--- src/assert_macros.svh ---
// ----------------------------------------------------------------------------
// assertion macros
// shared concurrent assertion forms for the ray/triangle block
// ----------------------------------------------------------------------------
`ifndef ASSERT_MACROS_SVH
`define ASSERT_MACROS_SVH

// condition implies consequence in the same cycle
`define RTI_ASSERT_IMPL(LABEL, CLK, RST, ANTE, CONS, MSG) \
  LABEL: assert property (@(posedge CLK) disable iff (RST) (ANTE) |-> (CONS)) \
    else $error(MSG);

// condition implies consequence in the next cycle
`define RTI_ASSERT_NEXT(LABEL, CLK, RST, ANTE, CONS, MSG) \
  LABEL: assert property (@(posedge CLK) disable iff (RST) (ANTE) |=> (CONS)) \
    else $error(MSG);

`endif

--- src/rti_pkg.sv ---
// ----------------------------------------------------------------------------
// rti_pkg
// shared types and constants of the ray/triangle intersection pipeline
// ----------------------------------------------------------------------------
package rti_pkg;

  localparam int COORD_BITS_DEF = 32;
  localparam int FRAC_BITS_DEF  = 16;
  localparam int NUM_REGS       = 7;
  localparam int REG_IDX_BITS   = 3;

  // configuration register map
  typedef enum logic [REG_IDX_BITS-1:0] {
    REG_ORIGIN_X = 3'd0,
    REG_ORIGIN_Y = 3'd1,
    REG_ORIGIN_Z = 3'd2,
    REG_DIR_X    = 3'd3,
    REG_DIR_Y    = 3'd4,
    REG_DIR_Z    = 3'd5,
    REG_EPSILON  = 3'd6
  } reg_idx_t;

  // result status codes
  typedef enum logic [2:0] {
    ST_HIT      = 3'd0,
    ST_PARALLEL = 3'd1,
    ST_U_OUT    = 3'd2,
    ST_V_OUT    = 3'd3,
    ST_BEHIND   = 3'd4
  } status_t;

  // control that travels with each beat through classify and divide
  typedef struct packed {
    logic    valid;
    status_t status;
    logic    sat;
    logic    tzero;
  } rti_ctl_t;

endpackage

--- src/rti_classify.sv ---
// ----------------------------------------------------------------------------
// rti_classify
// two stages: sign fix and parallel test, then u/v range tests and the
// scaled numerator and denominator for the divider
// ----------------------------------------------------------------------------
module rti_classify import rti_pkg::*; #(
  parameter  int COORD_BITS = COORD_BITS_DEF,
  parameter  int FRAC_BITS  = FRAC_BITS_DEF,
  localparam int WD         = 3 * COORD_BITS + 5,
  localparam int WN         = WD + COORD_BITS + FRAC_BITS
) (
  input  logic                    clk,
  input  logic                    rst,
  input  logic                    advance,
  input  logic                    in_valid,
  input  logic signed [WD-1:0]    det,
  input  logic signed [WD-1:0]    un,
  input  logic signed [WD-1:0]    vn,
  input  logic signed [WD-1:0]    tn,
  input  logic [COORD_BITS-2:0]   eps,
  output rti_ctl_t                ctl_out,
  output logic signed [WN-1:0]    num_out,
  output logic signed [WN-1:0]    den_out
);

  logic                 neg;
  logic signed [WD-1:0] absd, un_f, vn_f, tn_f;
  logic signed [WN-1:0] absd_w, eps_w;

  logic                 v1, par1;
  logic signed [WD-1:0] d1, u1, w1, t1;

  logic signed [WN-1:0] num_c, den_c;
  logic signed [WD:0]   uv_sum;
  logic                 sat_c;
  status_t              st_c;

  // sign fix so the determinant is non-negative
  always_comb begin
    neg    = det[WD-1];
    absd   = neg ? -det : det;
    un_f   = neg ? -un : un;
    vn_f   = neg ? -vn : vn;
    tn_f   = neg ? -tn : tn;
    absd_w = {{(WN-WD){absd[WD-1]}}, absd};
    eps_w  = $signed(WN'(eps) << (2 * FRAC_BITS));
  end

  always_ff @(posedge clk) begin
    if (rst) begin
      v1 <= 1'b0;
    end else if (advance) begin
      v1 <= in_valid;
    end
  end

  always_ff @(posedge clk) begin
    if (advance) begin
      par1 <= absd_w < eps_w;
      d1   <= absd;
      u1   <= un_f;
      w1   <= vn_f;
      t1   <= tn_f;
    end
  end

  // range tests and divider operands
  always_comb begin
    uv_sum = {u1[WD-1], u1} + {w1[WD-1], w1};
    num_c  = {{(WN-WD){t1[WD-1]}}, t1} <<< FRAC_BITS;
    den_c  = {{(WN-WD){d1[WD-1]}}, d1};
    sat_c  = num_c >= (den_c <<< (COORD_BITS - 1));
    if (par1) begin
      st_c = ST_PARALLEL;
    end else if (u1 < 0 || u1 > d1) begin
      st_c = ST_U_OUT;
    end else if (w1 < 0 || uv_sum > {d1[WD-1], d1}) begin
      st_c = ST_V_OUT;
    end else begin
      st_c = ST_HIT;
    end
  end

  always_ff @(posedge clk) begin
    if (rst) begin
      ctl_out <= '0;
    end else if (advance) begin
      ctl_out <= '{valid: v1, status: st_c, sat: sat_c, tzero: (t1 == '0)};
    end
  end

  always_ff @(posedge clk) begin
    if (advance) begin
      num_out <= num_c;
      den_out <= den_c;
    end
  end

endmodule

--- config.mk ---
export PLATFORM = sky130hd
export DESIGN_NAME = rti_classify
export DESIGN_NICKNAME = d
export VERILOG_FILES = /design/src/assert_macros.svh /design/src/rti_pkg.sv /design/src/rti_classify.sv
export SDC_FILE = /design/constraint.sdc
export NUM_CORES = 2
export LEC_CHECK = 0
export BUFFER_PORTS_ARGS = -buffer_cell sky130_fd_sc_hd__buf_4
export CORE_AREA = 3 3 290 292
export CTS_BUF_LIST = sky130_fd_sc_hd__clkbuf_8
export DETAILED_ROUTE_END_ITERATION = 6
export DIE_AREA = 0 0 293 295
export PLACE_DENSITY_LB_ADDON = 0.12
export RECOVER_POWER = 25
export SLEW_MARGIN = 20
export SYNTH_ARGS = -nofsm -noshare
export SYNTH_HDL_FRONTEND = slang
export SYNTH_SLANG_ARGS = --single-unit
--- constraint.sdc ---
create_clock -name clk -period 6.15 [get_ports clk]
set_input_delay 0 -clock clk [delete_from_list [all_inputs] [get_ports clk]]
set_output_delay 0 -clock clk [all_outputs]
set_load 0.02 [all_outputs]
# Word-level counts from Yosys, hierarchy flattened
# Index checks and enable logic that the tools add are counted.
# totals
regBits	614
word_cells	33
in_bits	439
output_inout_bits	304
# op_classes
add_sub_neg	5
mux	7
reduce_logical	3
order_cmp	6
# op_table
op	count
$mux W101	4
$neg A101 Y101	4
$lt A101 B1 Y1 const B	2
$ge A117 B132 Y1	1
$add A101 B101 Y102	1
$gt A102 B102 Y1	1
$gt A101 B101 Y1	1
$logic_not A101 Y1	1
$lt A101 B64 Y1	1
$mux W2	3
$logic_or A1 B1 Y1	2

# Depth between registers and ports, before layout
# logic_depth
ltp_word	6
ltp_mapped	25
depth_no_buf	25

# Worst setup path before layout
# OpenSTA, ideal clock, no wires.
# synth_path
path_kind	reg-to-reg
from	register u1[0]
to	register ctl_out[3] (netlist name)
slack_ns	1.055
required_time_ns	6.035
stages_incl_launch_ff	23
arrival_ns	4.980
period_less_slack_ns	5.095
path_buffers	0
setup_ns	0.115
cell_sequence	edfxtp_1 > ha_1 > fa_1 > a211oi_1 > o211ai_1 > a31oi_1 > o32ai_1 > a211oi_1 > o221ai_1 > o211ai_1 > a211oi_1 > a31o_2 > a21oi_1 > xnor2_1 > ha_1 > nand3_1 > nor3_1 > and4_1 > nand2_1 > or3_1 > o31a_1 > a21oi_1 > a21bo_2
# synth_between
elab_chain_len	6
elab_cells_between_ends	9
cone_classes	add/sub: 1; order compare: 3; mux: 3; reduce/logical: 2
# synth_lines
item	line_no	source
start, declared	rti_classify.sv:31	logic signed [WD-1:0] d1, u1, w1, t1;
start signal, assigned	rti_classify.sv:61	u1 <= un_f;
$add A101 B101 Y102	rti_classify.sv:69	uv_sum = {u1[WD-1], u1} + {w1[WD-1], w1};
$gt A102 B102 Y1	rti_classify.sv:77	end else if (w1 < 0 || uv_sum > {d1[WD-1], d1}) begin
$logic_or A1 B1 Y1	rti_classify.sv:77	
$mux W2	rti_classify.sv:77	
$mux W2 *	rti_classify.sv:75	end else if (u1 < 0 || u1 > d1) begin
$mux W2 *	rti_classify.sv:73	if (par1) begin
end signal, assigned	rti_classify.sv:88	ctl_out <= '{valid: v1, status: st_c, sat: sat_c, tzero: (t1 == '0)};
end, declared	rti_classify.sv:21	output rti_ctl_t ctl_out,
# Mark *: on every way between the ends. The rest lies on a longest branch, timed or not.
# A chain may end at the register's enable or synchronous reset.

# Worst setup path after layout
# layout_path
from	register u1[0]
to	register ctl_out[2] (netlist name)
# The elaborated chain is that of the path after synthesis.

==> summary.md <==
| Metric | Value |
|---|---|
| Status | `finished with violations` |
| Failing checks | `max-capacitance violations, max-slew violations` |
| Startpoint class of the critical path | `flip-flop` |
| Remaining DRCs | `0` |
| Syn avg cell area | `10.6 sq um` |
| Non-filler cells, final | `6562` |
| Slowest library cell on the worst path | `edfxtp_1` |
| Worst-path clk slew | `90 ps` |
| Fin crit share | `94.8%` |
| Sequential element share of the synthesized area | `43.5%` |
| CP endpoint kind | `flip-flop` |
| Core ar. | `81800 sq um` |
| Avg Vias per Cell | `6.03` |
| Critical path's largest stage delay | `400 ps` |
| Sink Count | `613` |
| WP data required | `6800 ps` |
| Clk_lat worst skew | `770 ps` |
| Main flop type after synthesis | `edfxtp_1` |
| Worst-case clock buffer depth | `3` |
| Slew @ Worst Pin | `4230 ps` |
| Post-synth ARST share | `0%` |
| Crit path kind | `flip-flop to flip-flop` |
| Grt total ovfl | `0` |
| Die width | `293 um` |
| Buffers on Ports | `725` |
| Synth Warn # | `0` |
| WL/cell | `25.3 um` |
| Pin count of the biggest net entering global routing | `177` |
| Max H-tree Level | `3` |
| Drt first pass iters | `6` |
| Die Area | `86400 sq um` |
| Starting Density | `51.5%` |
| Layout area overhead | `35.4%` |
| # nets final | `6266` |
| Fmax | `172 MHz` |
| Total wire length | `166000 um` |
| Layout fillers | `6099` |
| Max IR drop VDD | `0.180 mV` |
| First-pass GRT wire length | `239000 um` |
| Hold WC Path Type | `input port to flip-flop` |
| Worst EP arrival | `6480 ps` |
| DRT antenna net count | `0` |
| Syn Inst Count | `3988` |
| Worst slew margin | `-182%` |
| CP most frequent cell | `nor2_1` |
| Sequential cell area | `18300 sq um` |
| Post-synth EDFFs | `607` |
| Leakage | `23.2 nW` |
| Hpwl dp | `127000 um` |
| PnR worst setup slack | `322 ps` |
| Setup violations, final | `0` |
| Seq cells post-synth | `613` |
| Total GRT Usage | `36.9%` |
| Crit-path max FO | `4` |
| Share of cells above drive strength 1 | `15.9%` |
| CTS Buf Count | `105` |
| GP Congestion | `1.02` |
| Area of the multi-input gates | `22200 sq um` |
| Dpl cells | `5632` |
| Synthesized area | `42200 sq um` |
| Row cnt | `105` |
| Chip height | `295 um` |
| DRT iter0 DRCs | `4200` |
| Clk root buf | `clkbuf_8` |
| Count of different cell masters after synthesis | `87` |
| Period minus WS final | `5830 ps` |
| Routed vias | `39584` |
| Vias in the first global route | `37713` |
| CTS tree | `built` |
| PwrDens | `247 nW/um^2` |
| Initial antenna violation count | `19` |
| Count of final max-slew check failures | `183` |
| Endpoints failing hold | `0` |
| Worst clock skew | `56.7 ps` |
| Dpl ws | `6.12 ps` |
| Max-cap violation count | `3` |
| Setup TNS | `0 ps` |
| Top Ports | `743` |
-- placed cells by master (no fill, tap or decap), types with 22 or more instances in the layout --
cell type,count
a21o_1,195
a21oi_1,223
a31oi_1,24
buf_4,646
clkbuf_1,108
clkbuf_8,105
clkinv_1,25
clkinv_2,23
diode_2,22
dlygate4sd3_1,714
edfxtp_1,607
ha_1,439
inv_1,203
nand2_1,282
nand2b_1,26
nand3_1,57
nand4_1,125
nor2_1,156
nor2b_1,22
nor3_1,80
nor4_1,75
o21ai_0,225
o31ai_1,111
o41ai_1,48
or2_2,27
or3_1,72
or4_1,65
xnor2_1,421
xor2_1,73
-- critical path: cells and delay by family (launching register included) --
kind	cells	cell delay, ps
xor+xnor	1	170
flops	1	400
fa+ha+maj	3	950
simple gates	7	1240
compound gates	14	2980
-- power by group --
part           total, mW  internal (mW)  switching (mW)
combinational       4.93           2.19            2.74
sequential          5.46           5.12           0.332
clock               3.70           1.84            1.86
-- synthesized netlist by cell type (26+ instances only) --
cell / n / share of area [%]
o41ai_1: 48 / 1.0
nor2_1: 157 / 1.4
o31ai_1: 111 / 2.0
nor4_1: 75 / 1.1
xor2_1: 73 / 1.5
o21ai_0: 225 / 2.7
nor3_1: 81 / 0.96
or4_1: 65 / 1.2
clkbuf_1: 93 / 0.83
edfxtp_1: 607 / 43
nand2_1: 282 / 2.5
a21oi_1: 223 / 2.6
ha_1: 439 / 13
nand2b_1: 26 / 0.39
or2_2: 27 / 0.40
xnor2_1: 421 / 8.7
a21o_1: 195 / 3.5
buf_4: 97 / 1.7
nand3_1: 57 / 0.68
or3_1: 72 / 1.1
a31oi_1: 27 / 0.40
inv_1: 179 / 1.6
nand4_1: 125 / 1.9
-- path summary, 6_finish.rpt --
path         startpoint  cells after the start     endpoint  slack (ps)
max               u1[0]                     25   ctl_out[2]         320
min            det[100]                      3        u1[1]          40
max reg2reg       u1[0]                     25   ctl_out[2]         320
min reg2reg      d1[17]                      0  den_out[17]         430
-- area by class of cell --
type,instances,area share (%)
multi-input cells,3014,38.8
flip-flops and latches,613,32.1
repair buffers,1473,21.9
clock buffers,105,2.53
well taps,1070,2.34
inverters,180,1.18
clock inverters,85,1.04
diodes,22,0.0964
-- registers in the layout (all words and copies together) (netlist names) --
| name | cells |
|---|---|
| ctl_out | 5 |
| d1 | 101 |
| den_out | 101 |
| num_out | 101 |
| par1 | 1 |
| t1 | 101 |
| u1 | 101 |
| v1 | 1 |
| w1 | 101 |
-- per-stage QoR --
step                hold slack (ps)  instance area, sq um  total power [mW]  util, %
finish                         43.6                 57100              14.1     69.8
global route                   67.3                 57100              14.7     69.8
CTS                            1.10                 57400              14.0     70.1
detailed placement              218                 48200              9.79     58.9
global placement                220                 48200              9.75     58.9
floorplan                      69.1                 42200              8.12        -
-- cells by family after synthesis --
logic type      synth area share [%]
xor+xnor                        10.3
fa+ha+maj                       13.1
simple gates                    13.8
mux                           0.0475
buf+inv                         4.24
other cells                  0.00889
compound gates                  15.1
flops                           43.5
-- timing repair --
action,in CTS,in global routing
hold endpoints to repair,472,0
hold buffers,714,0
buffers inserted,0,4
setup endpoints to repair,1,2
pin swaps,0,5
resized for setup,1,12
-- routing by layer --
metal | wire [um] | share of wire (%) | vias to the layer above | track usage [%]
li1 | - | - | 17872 | -
met1 | 67600 | 41 | 18809 | 50.5
met2 | 72700 | 44 | 2445 | 57.1
met3 | 17500 | 11 | 450 | 6.97
met4 | 8440 | 5.1 | 8 | 17.0
met5 | 50 | 0.030 | - | 0
No activity file was read; power rests on OpenSTA's default activity.
